==> config.mk <==
export PLATFORM = sky130hd
export DESIGN_NAME = polygon_area_statistics
export DESIGN_NICKNAME = d
export VERILOG_FILES = /design/src/rtl/core/pas_pkg.sv /design/src/rtl/core/pas_mac.sv /design/src/rtl/core/pas_div.sv /design/src/rtl/core/polygon_area_statistics.sv
export VERILOG_INCLUDE_DIRS = /design/src /design/src/rtl/core
export SDC_FILE = /design/constraint.sdc
export NUM_CORES = 2
export LEC_CHECK = 0
export ABC_AREA = 1
export BUFFER_PORTS_ARGS = -buffer_cell sky130_fd_sc_hd__buf_2
export CORE_UTILIZATION = 70
export DETAILED_ROUTE_END_ITERATION = 10
export GPL_TIMING_DRIVEN = 0
export PLACE_DENSITY_LB_ADDON = 0.3
export SLEW_MARGIN = 20
export SYNTH_ARGS = -nofsm -noshare
export SYNTH_HDL_FRONTEND = slang
export SYNTH_SLANG_ARGS = --single-unit
==> constraint.sdc <==
create_clock -name i_clk -period 9.5 [get_ports i_clk]
set_input_delay 2.375 -clock i_clk [delete_from_list [all_inputs] [get_ports i_clk]]
set_output_delay 2.375 -clock i_clk [all_outputs]
set_load 0.03 [all_outputs]
==> src/rtl/core/polygon_area_statistics_defines.svh <==
// Assertion macros shared by the polygon area statistics RTL.
// Depends on nothing; included by files that carry concurrent assertions.
`ifndef POLYGON_AREA_STATISTICS_DEFINES_SVH
`define POLYGON_AREA_STATISTICS_DEFINES_SVH

// The antecedent implies the consequent in the same cycle.
`define PAS_ASSERT_IMPL(name, clk, rst_n, ante, cons) \
    name: assert property (@(posedge clk) disable iff (!rst_n) (ante) |-> (cons)) \
        else $error("polygon_area_statistics: same-cycle check failed");

// The antecedent implies the consequent in the next cycle.
`define PAS_ASSERT_NEXT(name, clk, rst_n, ante, cons) \
    name: assert property (@(posedge clk) disable iff (!rst_n) (ante) |=> (cons)) \
        else $error("polygon_area_statistics: next-cycle check failed");

`endif

==> src/rtl/core/pas_pkg.sv <==
// Package for the polygon area statistics block: widths, codes and types.
// Used by pas_mac, pas_div and polygon_area_statistics; depends on nothing.
`timescale 1ns / 1ps

package pas_pkg;

    localparam int FIELD_W = 16;
    localparam int COORD_W = 17;
    localparam int PROD_W  = 2 * COORD_W + 2;
    localparam int ACC_W   = 60;
    localparam int SUM_W   = 61;
    localparam int VALUE_W = 62;
    localparam int MODE_W  = 4;
    localparam int TGT_W   = 9;
    localparam int STAT_W  = 2;
    localparam int CFG_IDX_W = 2;

    localparam logic signed [SUM_W-1:0] TWICE_CAP = SUM_W'((64'd1 << 59) - 64'd1);
    localparam logic [VALUE_W-1:0] VALUE_MAX = {VALUE_W{1'b1}};

    localparam logic [CFG_IDX_W-1:0] CFG_MODE   = 2'd0;
    localparam logic [CFG_IDX_W-1:0] CFG_TARGET = 2'd1;

    localparam logic [MODE_W-1:0] MODE_SUM_EVEN   = 4'd0;
    localparam logic [MODE_W-1:0] MODE_SUM_ODD    = 4'd1;
    localparam logic [MODE_W-1:0] MODE_MEAN       = 4'd2;
    localparam logic [MODE_W-1:0] MODE_SUM_TARGET = 4'd3;
    localparam logic [MODE_W-1:0] MODE_MAX_AREA   = 4'd4;
    localparam logic [MODE_W-1:0] MODE_MIN_AREA   = 4'd5;
    localparam logic [MODE_W-1:0] MODE_CNT_EVEN   = 4'd6;
    localparam logic [MODE_W-1:0] MODE_CNT_ODD    = 4'd7;
    localparam logic [MODE_W-1:0] MODE_CNT_TARGET = 4'd8;
    localparam logic [MODE_W-1:0] MODE_MAX_VERTS  = 4'd9;
    localparam logic [MODE_W-1:0] MODE_MIN_VERTS  = 4'd10;

    localparam logic [TGT_W-1:0] TARGET_RESET = 9'd3;
    localparam logic [TGT_W-1:0] MIN_TARGET   = 9'd3;

    localparam logic [STAT_W-1:0] ST_OK         = 2'd0;
    localparam logic [STAT_W-1:0] ST_EMPTY      = 2'd1;
    localparam logic [STAT_W-1:0] ST_LOW_TARGET = 2'd2;

    typedef struct packed {
        logic load;
        logic mul;
        logic acc;
        logic clr;
    } t_mac_ctl;

endpackage

==> src/rtl/core/pas_mac.sv <==
// Shared shoelace term unit: operand add/subtract, one multiply, saturating accumulate.
// Depends on pas_pkg; instantiated by polygon_area_statistics.
`timescale 1ns / 1ps

module pas_mac (
    input  logic                                 i_clk,
    input  logic                                 i_rst_n,
    input  pas_pkg::t_mac_ctl                    i_ctl,
    input  logic signed [pas_pkg::COORD_W-1:0]   i_ax,
    input  logic signed [pas_pkg::COORD_W-1:0]   i_ay,
    input  logic signed [pas_pkg::COORD_W-1:0]   i_bx,
    input  logic signed [pas_pkg::COORD_W-1:0]   i_by,
    output logic        [pas_pkg::VALUE_W-1:0]   o_area
);

    localparam int CW = pas_pkg::COORD_W;
    localparam int AW = pas_pkg::ACC_W;
    localparam int SW = pas_pkg::SUM_W;
    localparam int PW = pas_pkg::PROD_W;

    logic signed [CW:0]   r_ysum;
    logic signed [CW:0]   r_xdiff;
    logic signed [PW-1:0] r_prod;
    logic signed [AW-1:0] r_acc;
    logic signed [AW-1:0] n_acc;
    logic signed [SW-1:0] w_sum;
    logic signed [SW-1:0] w_sat;
    logic        [AW-1:0] w_mag;

    always_comb begin
        w_sum = $signed({{(SW - AW){r_acc[AW-1]}}, r_acc})
              + $signed({{(SW - PW){r_prod[PW-1]}}, r_prod});
        if (w_sum > pas_pkg::TWICE_CAP) begin
            w_sat = pas_pkg::TWICE_CAP;
        end else if (w_sum < -pas_pkg::TWICE_CAP) begin
            w_sat = -pas_pkg::TWICE_CAP;
        end else begin
            w_sat = w_sum;
        end
        n_acc = w_sat[AW-1:0];
        w_mag = r_acc[AW-1] ? AW'(-r_acc) : AW'(r_acc);
        o_area = {w_mag[AW-2:0], 3'b000};
    end

    always_ff @(posedge i_clk) begin
        if (i_ctl.load) begin
            r_ysum  <= $signed({i_ay[CW-1], i_ay}) + $signed({i_by[CW-1], i_by});
            r_xdiff <= $signed({i_bx[CW-1], i_bx}) - $signed({i_ax[CW-1], i_ax});
        end
        if (i_ctl.mul) begin
            r_prod <= r_ysum * r_xdiff;
        end
    end

    always_ff @(posedge i_clk) begin
        if (!i_rst_n) begin
            r_acc <= '0;
        end else if (i_ctl.clr) begin
            r_acc <= '0;
        end else if (i_ctl.acc) begin
            r_acc <= n_acc;
        end
    end

endmodule

==> src/rtl/core/pas_div.sv <==
// Restoring serial divider, one quotient bit per cycle, for the mean area.
// Depends on pas_pkg; instantiated by polygon_area_statistics.
`timescale 1ns / 1ps

module pas_div #(
    parameter int DVS_W = 17
) (
    input  logic                          i_clk,
    input  logic                          i_rst_n,
    input  logic                          i_start,
    input  logic [pas_pkg::VALUE_W-1:0]   i_dividend,
    input  logic [DVS_W-1:0]              i_divisor,
    output logic                          o_busy,
    output logic                          o_done,
    output logic [pas_pkg::VALUE_W-1:0]   o_quotient
);

    localparam int VW    = pas_pkg::VALUE_W;
    localparam int CNT_W = $clog2(VW);

    logic [VW-1:0]    r_quo;
    logic [DVS_W-1:0] r_rem;
    logic [DVS_W-1:0] r_dvs;
    logic [CNT_W-1:0] r_cnt;
    logic             r_busy;
    logic             r_done;
    logic [DVS_W:0]   w_trial;
    logic             w_fit;

    always_comb begin
        w_trial = {r_rem, r_quo[VW-1]};
        w_fit   = (w_trial >= {1'b0, r_dvs});
    end

    always_ff @(posedge i_clk) begin
        if (i_start) begin
            r_quo <= i_dividend;
            r_rem <= '0;
            r_dvs <= i_divisor;
            r_cnt <= '0;
        end else if (r_busy) begin
            r_quo <= {r_quo[VW-2:0], w_fit};
            r_rem <= w_fit ? DVS_W'(w_trial - {1'b0, r_dvs}) : w_trial[DVS_W-1:0];
            r_cnt <= r_cnt + 1'b1;
        end
    end

    always_ff @(posedge i_clk) begin
        if (!i_rst_n) begin
            r_busy <= 1'b0;
            r_done <= 1'b0;
        end else begin
            r_done <= 1'b0;
            if (i_start) begin
                r_busy <= 1'b1;
            end else if (r_busy && (r_cnt == CNT_W'(VW - 1))) begin
                r_busy <= 1'b0;
                r_done <= 1'b1;
            end
        end
    end

    assign o_busy     = r_busy;
    assign o_done     = r_done;
    assign o_quotient = r_quo;

endmodule

==> src/rtl/core/polygon_area_statistics.sv <==
// Top level of the polygon area statistics block: sequencer, set statistics, ports.
// Depends on pas_pkg, pas_mac, pas_div and polygon_area_statistics_defines.svh.
`timescale 1ns / 1ps
`include "polygon_area_statistics_defines.svh"

// Vertices arrive one request at a time and the block stalls its input while a
// request is in work. An ordinary vertex goes through accept, multiply and
// accumulate steps in the one shared shoelace multiplier; the first vertex of a
// polygon is only accepted, unless it alone closes the polygon. The vertex that
// closes a longer polygon also sends the closing term through the same multiplier
// before the area is formed and the statistic updated. A vertex that closes the
// set then passes a prepare step and an emit step, with a divide step between
// them in mean mode, where the serial divider produces one quotient bit a cycle.
// The result waits in an output register, so input can resume before it is taken.
module polygon_area_statistics #(
    parameter int MAX_VERTICES = 256,
    parameter int MAX_POLYGONS = 65536,
    parameter int COORD_BITS   = 16
) (
    input  logic                            i_clk,
    input  logic                            i_rst_n,
    input  logic                            i_in_valid,
    output logic                            o_in_stall,
    input  logic signed [pas_pkg::FIELD_W-1:0] i_vertex_x,
    input  logic signed [pas_pkg::FIELD_W-1:0] i_vertex_y,
    input  logic                            i_last_vertex,
    input  logic                            i_last_polygon,
    output logic                            o_out_valid,
    input  logic                            i_out_stall,
    output logic [pas_pkg::VALUE_W-1:0]     o_value,
    output logic                            o_is_area,
    output logic [pas_pkg::STAT_W-1:0]      o_status,
    input  logic                            i_cfg_valid,
    output logic                            o_cfg_ready,
    input  logic [pas_pkg::CFG_IDX_W-1:0]   i_cfg_index,
    input  logic [pas_pkg::TGT_W-1:0]       i_cfg_data
);

    localparam int VW    = $clog2(MAX_VERTICES + 1);
    localparam int PW    = $clog2(MAX_POLYGONS + 1);
    localparam int TW    = pas_pkg::TGT_W;
    localparam int CMP_W = (VW > TW) ? VW : TW;
    localparam int CW    = pas_pkg::COORD_W;
    localparam int VALW  = pas_pkg::VALUE_W;
    localparam int SH    = (COORD_BITS >= CW) ? 0 : CW - COORD_BITS;

    localparam logic [2:0] S_IDLE = 3'd0;
    localparam logic [2:0] S_MUL  = 3'd1;
    localparam logic [2:0] S_ACC  = 3'd2;
    localparam logic [2:0] S_AREA = 3'd3;
    localparam logic [2:0] S_UPD  = 3'd4;
    localparam logic [2:0] S_PREP = 3'd5;
    localparam logic [2:0] S_DIV  = 3'd6;
    localparam logic [2:0] S_EMIT = 3'd7;

    logic [2:0]               r_state;
    logic [2:0]               n_state;
    logic [pas_pkg::MODE_W-1:0] r_mode;
    logic [TW-1:0]            r_target;
    logic signed [CW-1:0]     r_cur_x;
    logic signed [CW-1:0]     r_cur_y;
    logic signed [CW-1:0]     r_first_x;
    logic signed [CW-1:0]     r_first_y;
    logic signed [CW-1:0]     r_prev_x;
    logic signed [CW-1:0]     r_prev_y;
    logic                     r_lv;
    logic                     r_lp;
    logic                     r_closing;
    logic [VW-1:0]            r_vcnt;
    logic [VALW-1:0]          r_area;
    logic [VALW-1:0]          r_total;
    logic [VALW-1:0]          n_total;
    logic [VALW-1:0]          r_ext;
    logic [VALW-1:0]          n_ext;
    logic                     r_ext_valid;
    logic                     n_ext_valid;
    logic [PW-1:0]            r_polys;
    logic                     r_out_valid;
    logic [VALW-1:0]          r_out_value;
    logic                     r_out_is_area;
    logic [pas_pkg::STAT_W-1:0] r_out_status;

    logic signed [CW-1:0]     w_px;
    logic signed [CW-1:0]     w_py;
    logic signed [CW-1:0]     w_ax;
    logic signed [CW-1:0]     w_ay;
    logic signed [CW-1:0]     w_bx;
    logic signed [CW-1:0]     w_by;
    logic                     w_accept;
    logic                     w_out_free;
    logic                     w_emit;
    logic                     w_div_start;
    logic                     w_div_busy;
    logic                     w_div_done;
    logic [VALW-1:0]          w_quotient;
    logic [VALW-1:0]          w_area;
    pas_pkg::t_mac_ctl        w_ctl;

    logic                     w_even;
    logic                     w_hit;
    logic                     w_add_en;
    logic [VALW-1:0]          w_addend;
    logic [VALW:0]            w_add;
    logic                     w_ext_en;
    logic                     w_want_max;
    logic [VALW-1:0]          w_ext_in;
    logic                     w_take;
    logic                     w_low_target;
    logic [VALW-1:0]          w_value;
    logic                     w_is_area;
    logic [pas_pkg::STAT_W-1:0] w_status;
    logic                     w_poly_gap;
    logic                     w_set_clear;

    always_comb begin
        w_px = ($signed({1'b0, i_vertex_x}) <<< SH) >>> SH;
        w_py = ($signed({1'b0, i_vertex_y}) <<< SH) >>> SH;
    end

    assign o_in_stall  = (r_state != S_IDLE);
    assign o_cfg_ready = 1'b1;
    assign w_accept    = i_in_valid && !o_in_stall;
    assign w_out_free  = !r_out_valid || !i_out_stall;
    assign w_emit      = (r_state == S_EMIT) && w_out_free;

    always_comb begin
        n_state     = r_state;
        w_ctl       = '0;
        w_div_start = 1'b0;
        if (r_state == S_IDLE) begin
            if (r_vcnt == '0) begin
                w_ax = w_px;
                w_ay = w_py;
            end else begin
                w_ax = r_prev_x;
                w_ay = r_prev_y;
            end
            w_bx = w_px;
            w_by = w_py;
        end else begin
            w_ax = r_cur_x;
            w_ay = r_cur_y;
            w_bx = r_first_x;
            w_by = r_first_y;
        end
        case (r_state)
            S_IDLE: begin
                if (w_accept) begin
                    if ((r_vcnt != '0) || i_last_vertex) begin
                        w_ctl.load = 1'b1;
                        n_state    = S_MUL;
                    end
                end
            end
            S_MUL: begin
                w_ctl.mul = 1'b1;
                n_state   = S_ACC;
            end
            S_ACC: begin
                w_ctl.acc = 1'b1;
                if (r_closing) begin
                    n_state = S_AREA;
                end else if (r_lv) begin
                    w_ctl.load = 1'b1;
                    n_state    = S_MUL;
                end else begin
                    n_state = S_IDLE;
                end
            end
            S_AREA: begin
                w_ctl.clr = 1'b1;
                n_state   = S_UPD;
            end
            S_UPD: begin
                n_state = r_lp ? S_PREP : S_IDLE;
            end
            S_PREP: begin
                if ((r_mode == pas_pkg::MODE_MEAN) && (r_polys != '0)) begin
                    w_div_start = 1'b1;
                    n_state     = S_DIV;
                end else begin
                    n_state = S_EMIT;
                end
            end
            S_DIV: begin
                if (w_div_done) begin
                    n_state = S_EMIT;
                end
            end
            S_EMIT: begin
                if (w_out_free) begin
                    n_state = S_IDLE;
                end
            end
            default: begin
                n_state = S_IDLE;
            end
        endcase
    end

    always_comb begin
        w_even     = ~r_vcnt[0];
        w_hit      = (CMP_W'(r_vcnt) == CMP_W'(r_target));
        w_add_en   = 1'b0;
        w_addend   = r_area;
        w_ext_en   = 1'b0;
        w_want_max = 1'b0;
        w_ext_in   = r_area;
        case (r_mode)
            pas_pkg::MODE_SUM_EVEN:   w_add_en = w_even;
            pas_pkg::MODE_SUM_ODD:    w_add_en = !w_even;
            pas_pkg::MODE_MEAN:       w_add_en = 1'b1;
            pas_pkg::MODE_SUM_TARGET: w_add_en = w_hit;
            pas_pkg::MODE_MAX_AREA: begin
                w_ext_en   = 1'b1;
                w_want_max = 1'b1;
            end
            pas_pkg::MODE_MIN_AREA:   w_ext_en = 1'b1;
            pas_pkg::MODE_CNT_EVEN: begin
                w_add_en = w_even;
                w_addend = VALW'(1);
            end
            pas_pkg::MODE_CNT_ODD: begin
                w_add_en = !w_even;
                w_addend = VALW'(1);
            end
            pas_pkg::MODE_CNT_TARGET: begin
                w_add_en = w_hit;
                w_addend = VALW'(1);
            end
            pas_pkg::MODE_MAX_VERTS: begin
                w_ext_en   = 1'b1;
                w_want_max = 1'b1;
                w_ext_in   = VALW'(r_vcnt);
            end
            pas_pkg::MODE_MIN_VERTS: begin
                w_ext_en = 1'b1;
                w_ext_in = VALW'(r_vcnt);
            end
            default: begin
                w_add_en = 1'b0;
            end
        endcase
        w_add  = {1'b0, r_total} + {1'b0, w_addend};
        w_take = !r_ext_valid || (w_want_max ? (w_ext_in > r_ext) : (w_ext_in < r_ext));

        n_total     = r_total;
        n_ext       = r_ext;
        n_ext_valid = r_ext_valid;
        if (w_emit) begin
            n_total     = '0;
            n_ext       = '0;
            n_ext_valid = 1'b0;
        end else if (r_state == S_UPD) begin
            if (w_add_en) begin
                n_total = w_add[VALW] ? pas_pkg::VALUE_MAX : w_add[VALW-1:0];
            end
            if (w_ext_en) begin
                n_ext_valid = 1'b1;
                if (w_take) begin
                    n_ext = w_ext_in;
                end
            end
        end
    end

    always_comb begin
        w_low_target = (r_target < pas_pkg::MIN_TARGET);
        w_value      = '0;
        w_is_area    = 1'b0;
        w_status     = pas_pkg::ST_OK;
        case (r_mode)
            pas_pkg::MODE_SUM_EVEN, pas_pkg::MODE_SUM_ODD: begin
                w_is_area = 1'b1;
                w_value   = r_total;
            end
            pas_pkg::MODE_MEAN: begin
                w_is_area = 1'b1;
                if (r_polys == '0) begin
                    w_status = pas_pkg::ST_EMPTY;
                end else begin
                    w_value = w_quotient;
                end
            end
            pas_pkg::MODE_SUM_TARGET: begin
                w_is_area = 1'b1;
                if (w_low_target) begin
                    w_status = pas_pkg::ST_LOW_TARGET;
                end else begin
                    w_value = r_total;
                end
            end
            pas_pkg::MODE_MAX_AREA, pas_pkg::MODE_MIN_AREA: begin
                w_is_area = 1'b1;
                if (!r_ext_valid) begin
                    w_status = pas_pkg::ST_EMPTY;
                end else begin
                    w_value = r_ext;
                end
            end
            pas_pkg::MODE_CNT_EVEN, pas_pkg::MODE_CNT_ODD: begin
                w_value = r_total;
            end
            pas_pkg::MODE_CNT_TARGET: begin
                if (w_low_target) begin
                    w_status = pas_pkg::ST_LOW_TARGET;
                end else begin
                    w_value = r_total;
                end
            end
            pas_pkg::MODE_MAX_VERTS, pas_pkg::MODE_MIN_VERTS: begin
                if (!r_ext_valid) begin
                    w_status = pas_pkg::ST_EMPTY;
                end else begin
                    w_value = r_ext;
                end
            end
            default: begin
                w_value = '0;
            end
        endcase
    end

    always_ff @(posedge i_clk) begin
        if (w_accept) begin
            r_cur_x  <= w_px;
            r_cur_y  <= w_py;
            r_prev_x <= w_px;
            r_prev_y <= w_py;
            r_lv     <= i_last_vertex;
            r_lp     <= i_last_polygon;
            if (r_vcnt == '0) begin
                r_first_x <= w_px;
                r_first_y <= w_py;
            end
        end
        if (r_state == S_AREA) begin
            r_area <= w_area;
        end
        if (w_emit) begin
            r_out_value   <= w_value;
            r_out_is_area <= w_is_area;
            r_out_status  <= w_status;
        end
    end

    always_ff @(posedge i_clk) begin
        if (!i_rst_n) begin
            r_state     <= S_IDLE;
            r_mode      <= pas_pkg::MODE_SUM_EVEN;
            r_target    <= pas_pkg::TARGET_RESET;
            r_closing   <= 1'b0;
            r_vcnt      <= '0;
            r_total     <= '0;
            r_ext       <= '0;
            r_ext_valid <= 1'b0;
            r_polys     <= '0;
            r_out_valid <= 1'b0;
        end else begin
            r_state     <= n_state;
            r_total     <= n_total;
            r_ext       <= n_ext;
            r_ext_valid <= n_ext_valid;
            if (i_cfg_valid && o_cfg_ready) begin
                if (i_cfg_index == pas_pkg::CFG_MODE) begin
                    r_mode <= i_cfg_data[pas_pkg::MODE_W-1:0];
                end else if (i_cfg_index == pas_pkg::CFG_TARGET) begin
                    r_target <= i_cfg_data;
                end
            end
            if (w_accept) begin
                r_closing <= (r_vcnt == '0);
                if (r_vcnt < VW'(MAX_VERTICES)) begin
                    r_vcnt <= r_vcnt + 1'b1;
                end
            end else if ((r_state == S_ACC) && !r_closing && r_lv) begin
                r_closing <= 1'b1;
            end
            if (r_state == S_UPD) begin
                r_vcnt <= '0;
                if (r_polys < PW'(MAX_POLYGONS)) begin
                    r_polys <= r_polys + 1'b1;
                end
            end else if (w_emit) begin
                r_polys <= '0;
            end
            if (w_emit) begin
                r_out_valid <= 1'b1;
            end else if (!i_out_stall) begin
                r_out_valid <= 1'b0;
            end
        end
    end

    pas_mac u_mac (
        .i_clk   (i_clk),
        .i_rst_n (i_rst_n),
        .i_ctl   (w_ctl),
        .i_ax    (w_ax),
        .i_ay    (w_ay),
        .i_bx    (w_bx),
        .i_by    (w_by),
        .o_area  (w_area)
    );

    pas_div #(
        .DVS_W (PW)
    ) u_div (
        .i_clk      (i_clk),
        .i_rst_n    (i_rst_n),
        .i_start    (w_div_start),
        .i_dividend (r_total),
        .i_divisor  (r_polys),
        .o_busy     (w_div_busy),
        .o_done     (w_div_done),
        .o_quotient (w_quotient)
    );

    assign o_out_valid = r_out_valid;
    assign o_value     = r_out_value;
    assign o_is_area   = r_out_is_area;
    assign o_status    = r_out_status;

    assign w_poly_gap  = (r_state == S_IDLE) && (r_vcnt == '0);
    assign w_set_clear = (r_polys == '0) && !r_ext_valid && (r_total == '0);

    // The divider only runs while the sequencer waits for it.
    `PAS_ASSERT_IMPL(a_div_in_div_state, i_clk, i_rst_n, w_div_busy, r_state == S_DIV)
    // Between polygons the accumulator must hold no leftover area.
    `PAS_ASSERT_IMPL(a_acc_clear_idle, i_clk, i_rst_n, w_poly_gap, w_area == '0)
    // A new result always leaves the set statistics cleared.
    `PAS_ASSERT_IMPL(a_set_cleared, i_clk, i_rst_n, $rose(r_out_valid), w_set_clear)
    // Closing a set always leads to the prepare step.
    `PAS_ASSERT_NEXT(a_upd_to_prep, i_clk, i_rst_n, (r_state == S_UPD) && r_lp, r_state == S_PREP)

endmodule
### After elaboration in Yosys (flattened, before gate mapping)

Cells that the tools add are included.

| word-level totals | value |
|---|---|
| input port bits | 50 |
| word-level logic and storage cells | 182 |
| output and inout port bits | 68 |
| bits in registers | 595 |

| operators by class | value |
|---|---|
| $lt $le $gt $ge | 8 |
| eq/ne operators | 26 |
| bitwise operators | 3 |
| $add $sub $neg | 9 |
| multiply operators | 1 |
| reductions and logical operators | 48 |
| multiplexer cells | 57 |

Operators with widths:

| cell | number |
|---|---|
| 62-bit two-way mux | 8 |
| 62-bit case mux with 4 select lines | 1 |
| 17-bit two-way mux | 10 |
| 60-bit two-way mux | 2 |
| 62-bit by 62-bit adder with 63-bit output | 1 |
| 62-bit > comparator | 1 |
| 62-bit < comparator | 1 |
| 60-bit by 36-bit adder with 61-bit output | 1 |
| 61-bit by 60-bit > comparator with 1-bit output (second input constant) | 1 |
| 61-bit by 60-bit < comparator with 1-bit output (second input constant) | 1 |
| 59-bit two-way mux | 1 |
| 59-bit negator | 1 |
| 18-bit by 18-bit multiplier with 36-bit output | 1 |
| 1-bit two-way mux | 24 |
| 3-bit case mux with 8 select lines | 1 |
| 17-bit by 17-bit adder with 18-bit output | 1 |
| 18-bit by 17-bit >= comparator with 1-bit output | 1 |
| 3-bit two-way mux | 6 |
| 2-bit OR reduction | 9 |
| 17-bit by 17-bit subtractor with 18-bit output | 1 |
| 17-bit by 1-bit adder with 17-bit output (second input constant) | 1 |
| 17-bit logical NOT | 1 |
| 17-bit < comparator (second input constant) | 1 |
| 17-bit nonzero test | 1 |
| 38 further kinds | 75 |

### Longest topological paths before layout

| depth | value |
|---|---|
| depth in word-level cells | 7 |
| depth in mapped cells | 28 |
| mapped depth without buffers | 26 |

### By module

A second synthesis with hierarchy kept.

| second synthesis, totals | value |
|---|---|
| cell total of the unflattened synthesis | 7302 |
| area, all modules | 53025.9 um^2 |

Modules (own cells, without submodules):

| module | area each (um^2) | cells an instance | instances | sequential area each (um^2) |
|---|---|---|---|---|
| pas_mac | 25590.8 | 3707 | 1 | 3363.2 |
| polygon_area_statistics | 21949.8 | 2930 | 1 | 9178.8 |
| pas_div | 5485.3 | 665 | 1 | 2872.8 |

### Worst setup path after synthesis

Ideal clock, no wire load.

| timing | value |
|---|---|
| path type | in2reg |
| start point | input port i_out_stall |
| end point | register r_polys[15] |
| stages on the path | 14 |
| library setup time | 0.132 ns |
| arrival | 6.465 ns |
| buffers on the path | 0 |
| data required time | 9.368 ns |
| setup slack | 2.904 ns |
| path through | nand2_1 -> inv_1 -> nor2_1 -> inv_2 -> nand2_2 -> nand4_1 -> nor2_1 -> nand3_1 -> nor2_1 -> nand3_1 -> nor2_1 -> nand3_1 -> nor3_1 -> nor3_1 |

| between the ends | value |
|---|---|
| cells in the longest elaborated chain, start to end | 5 |

Ends and longest elaborated chain:

| element | line | source |
|---|---|---|
| start, declared | polygon_area_statistics.sv:29 | `input logic i_out_stall,` |
| 1-bit logical NOT | - |  |
| 1-bit logical OR | polygon_area_statistics.sv:123 | `assign w_out_free = !r_out_valid \|\| !i_out_stall;` |
| 1-bit logical AND | polygon_area_statistics.sv:124 | `assign w_emit = (r_state == S_EMIT) && w_out_free;` |
| net w_emit | polygon_area_statistics.sv:91 | `logic w_emit;` |
| 2-bit nonzero test (no source line) | - |  |
| 2-bit AND reduction (no source line) | - |  |
| end signal, assigned | polygon_area_statistics.sv:382 | `r_polys <= r_polys + 1'b1;` |
| end, declared | polygon_area_statistics.sv:77 | `logic [PW-1:0] r_polys;` |

The timed path passes the listed nets, and every way through them passes these cells.
A chain may end at the register's enable or synchronous reset.

### Worst setup path after layout

| timing | value |
|---|---|
| start point | register u_mac.r_xdiff[8] |
| end point | register u_mac.r_prod[35] (data pin) |

| between the ends | value |
|---|---|
| cells in the longest elaborated chain, start to end | 1 |

Ends and longest elaborated chain:

| element | line | source |
|---|---|---|
| start, declared | pas_mac.sv:22 | `logic signed [CW:0] r_xdiff;` |
| start signal, assigned | pas_mac.sv:48 | `r_xdiff <= $signed({i_bx[CW-1], i_bx}) - $signed({i_ax[CW-1], i_ax});` |
| 18-bit by 18-bit multiplier with 36-bit output | pas_mac.sv:51 | `r_prod <= r_ysum * r_xdiff;` |
| end signal, assigned | pas_mac.sv:51 |  |
| end, declared | pas_mac.sv:23 | `logic signed [PW-1:0] r_prod;` |

Every way passes these cells.

==> impl_metrics.env <==
export IMPL_status="finished, final reports clean"
export IMPL_gr_total_overflow=0
export IMPL_cts_hold_buf=0
export IMPL_placementRows=97
export IMPL_syn_to_final_growth_pct=8.527
export IMPL_cts_root_buffer="clkbuf_16"
export IMPL_clockBufferDepth=3
export IMPL_rsz0062_at_grt="false"
export IMPL_tns_ns=0
export IMPL_path_common_cell="fa_1"
export IMPL_clk_pin_slew_ns=0.06
export IMPL_max_stage_delay_ns=0.86
export IMPL_fin_skew_ns=0.03692
export IMPL_die_x_um=269.4
export IMPL_drt_initial_drc_count=5854
export IMPL_die_area_sq_um=72550
export IMPL_max_freq_mhz=127.2
export IMPL_ys_warnings_count=0
export IMPL_crit_type="flip-flop to flip-flop"
export IMPL_period_share=0.8274
export IMPL_gp_congestion=1.031
export IMPL_crit_buf_inv=7
export IMPL_fin_ws_ns=1.639
export IMPL_viasPerCell=5.848
export IMPL_clkSinkCount=595
export IMPL_ctsResizeCount=0
export IMPL_synth_top_area_frac=0.2046
export IMPL_route_detailed_drc=0
export IMPL_ios=118
export IMPL_die_height_um=269.4
export IMPL_cp_arrival_ns=8.22
export IMPL_crit_slowest_cell="fa_1"
export IMPL_setup_viol=0
export IMPL_htree_num_levels=3
export IMPL_antenna_found_initial=0
export IMPL_yosysUniqueCellTypes=59
export IMPL_synth_seq_area_share=0.3063
export IMPL_min_period_ns=7.861
export IMPL_n_antenna_cell=0
export IMPL_netlist_top_cells_area="edfxtp_1, fa_1, nand2_1"
export IMPL_grt_use_total=0.4031
export IMPL_slew_headroom=0.2549
export IMPL_start_kind="flip-flop"
export IMPL_synth_avg_cell_area_sq_um=7.568
export IMPL_synth_edff_count=341
export IMPL_synth_area_sq_um=50040
export IMPL_ys_async_sr_fraction=0
export IMPL_cts_setup_buffers=0
export IMPL_report_final_slew_viol_count=0
export IMPL_hold_viol=0
export IMPL_dr_pass1_iters=6
export IMPL_place_ws_ns=1.808
export IMPL_place_detailed_hpwl_um=116600
export IMPL_detail_route_antenna_nets=0
export IMPL_io_buffers=116
export IMPL_hold_class="flip-flop to flip-flop"
export IMPL_synth_top_cell_by_area="edfxtp_1"
export IMPL_coreArea_sq_um=70390
export IMPL_crit_required_ns=9.86
export IMPL_drv_cap=0
export IMPL_instances_no_fill=7801
export IMPL_start_util=0.7108
export IMPL_cts_tree="built"
export IMPL_worstSetupEndpointType="flip-flop"
export IMPL_grt_max_degree=46
export IMPL_ys_ff_latch=595
export IMPL_numCtsBuffers=67
export IMPL_worst_pin_slew_ns=1.118
export IMPL_cp_top_family="adder cells"
export IMPL_crit_fanout=10
export IMPL_vias=45620
export IMPL_cp_cell_sequence="clkbuf_1 > clkbuf_1 > nand2_1 > fa_1 > inv_1 > fa_1 > inv_1 > fa_1 > inv_1 > fa_1 > fa_1 > inv_1 > fa_1 > inv_1 > ha_1 > nand2_1 > nor3_1 > nand3_1 > nand3_1 > nand3_1 > nand2_1 > a31oi_1 > o21ai_0 > xor2_1"
export IMPL_syn_inst=6612
export IMPL_nets=7521
export IMPL_clk_latency_ns=0.64
export IMPL_grt_pass1_wl_um=230200
export IMPL_syn_num_nets=7327
export IMPL_wl_per_cell_um=18.76
export IMPL_grt_pass1_vias=44070
export IMPL_synthFlopType="edfxtp_1"
export IMPL_layout_drive_gt1_share=0.04358
export IMPL_dp_cells=7677
export IMPL_finalWirelength_um=146300
==> cell families (layout without fill, tap and decap cells) <==
group | after synthesis | count (layout) | synth area share
AO/OA/AOI/OAI | 1145 | 1145 | 0.1255
XOR/XNOR | 204 | 204 | 0.03571
adder cells (fa/ha/maj) | 665 | 665 | 0.2162
buffers and inverters | 1594 | 1843 | 0.1205
flip-flops | 595 | 595 | 0.3063
multiplexers | 2 | 2 | 0.0004001
other | 1 | 1 | 0.00007494
AND/OR/NAND/NOR | 2406 | 2406 | 0.1953
==> registers in the layout (all words and copies together) (netlist names), 2 cells and up <==
register / flops
o_status: 2
r_prev_x: 16
u_div.r_rem: 17
r_mode: 4
u_mac.r_prod: 36
u_mac.r_acc: 60
r_state: 3
r_total: 62
o_value: 62
r_prev_y: 16
r_polys: 17
r_first_y: 16
u_mac.r_ysum: 18
r_target: 9
r_first_x: 16
r_ext: 62
u_mac.r_xdiff: 18
u_div.r_cnt: 6
r_vcnt: 9
u_div.r_dvs: 17
r_area: 59
u_div.o_quotient: 62
==> worst register-to-register path, delay by kind of cell (launching register included) <==
kind / cells / cell delay, ns
flops: 1 / 0.34
xor+xnor: 1 / 0.13
simple gates: 7 / 1.11
fa+ha+maj: 7 / 4.01
buf+inv: 7 / 1.63
compound gates: 2 / 0.36
==> synth_stat cells (11+ instances only) <==
| library cell | count |
|---|---|
| nor4_1 | 33 |
| fa_1 | 333 |
| inv_1 | 1375 |
| clkbuf_1 | 187 |
| nand3b_1 | 31 |
| nor2_1 | 499 |
| xor2_1 | 121 |
| o21bai_1 | 16 |
| edfxtp_1 | 341 |
| nand2_1 | 1535 |
| o21ai_0 | 480 |
| a31oi_1 | 32 |
| ha_1 | 332 |
| o22ai_1 | 11 |
| or2_2 | 13 |
| nand4_1 | 47 |
| o221ai_1 | 63 |
| a21oi_1 | 459 |
| nor3_1 | 58 |
| a21o_1 | 20 |
| nand3_1 | 159 |
| o211ai_1 | 11 |
| xnor2_1 | 83 |
| dfxtp_1 | 254 |
==> stage by stage <==
step / cell area [sq um] / hold WS (ns) / utilization
3_5_place_dp: 52010 / 0.4587 / 0.7389
2_1_floorplan: 50040 / 0.4305 / -
4_1_cts: 54300 / 0.4650 / 0.7714
3_3_place_gp: 51790 / 0.4463 / 0.7358
5_1_grt: 54300 / 0.4789 / 0.7714
6_report: 54300 / 0.4662 / 0.7714
==> layout by cell type (no fill, tap or decap), types with 7 or more instances in the layout <==
master     netlist  final
nand2_1       1535   1533
inv_1         1375   1375
nor2_1         499    494
o21ai_0        480    480
a21oi_1        459    459
edfxtp_1       341    341
fa_1           333    333
ha_1           332    332
dfxtp_1        254    254
clkbuf_1       187    202
nand3_1        159    159
buf_2            9    125
xor2_1         121    121
xnor2_1         83     83
clkbuf_16        0     69
o221ai_1        63     63
nor3_1          58     58
nand4_1         47     47
nor4_1          33     33
a31oi_1         32     32
nand3b_1        31     31
a21o_1          20     20
o21bai_1        16     16
or2_2           13     13
o211ai_1        11     11
o22ai_1         11     11
clkinv_2         0     11
a21boi_0         9      9
o21ai_1          8      8
a211oi_1         8      8
buf_12           0      8
inv_2            7      7
buf_1            7      7
nor2_2           7      7
o21a_1           7      7
==> layout make-up <==
class,instances,area [sq um]
clock buffers,86,1810
inverters,1384,5195
clock inverters,38,480.5
plain buffers,210,833.3
fillers,5209,16090
well taps,940,1176
flip-flops and latches,595,15320
multi-input cells,4423,28730
repair buffers,125,752.0
==> worst paths after layout <==
| path | startpoint | endpoint | slack [ns] | cells after the start |
|---|---|---|---|---|
| min reg2reg | r_polys[12]$_SDFFE_PN0P_ | u_div.r_dvs[12]$_DFFE_PP_ | 0.47 | 0 |
| min | r_polys[12]$_SDFFE_PN0P_ | u_div.r_dvs[12]$_DFFE_PP_ | 0.47 | 0 |
| max reg2reg | u_mac.r_xdiff[8]$_DFFE_PP_ | u_mac.r_prod[35]$_DFFE_PP_ | 1.64 | 24 |
| max | u_mac.r_xdiff[8]$_DFFE_PP_ | u_mac.r_prod[35]$_DFFE_PP_ | 1.64 | 24 |
==> layer usage <==
layer  global-route usage  part of all wire  up-vias
met5                    0                 0        -
met4               0.1918             0.053        0
met3              0.06065              0.11      480
met2               0.6457              0.45     2615
met1               0.5396              0.39    21190
li1                     -                 -    21330
Power is not shown: default switching activity piles up to over one toggle a cycle in this logic, so the estimate is an artifact.
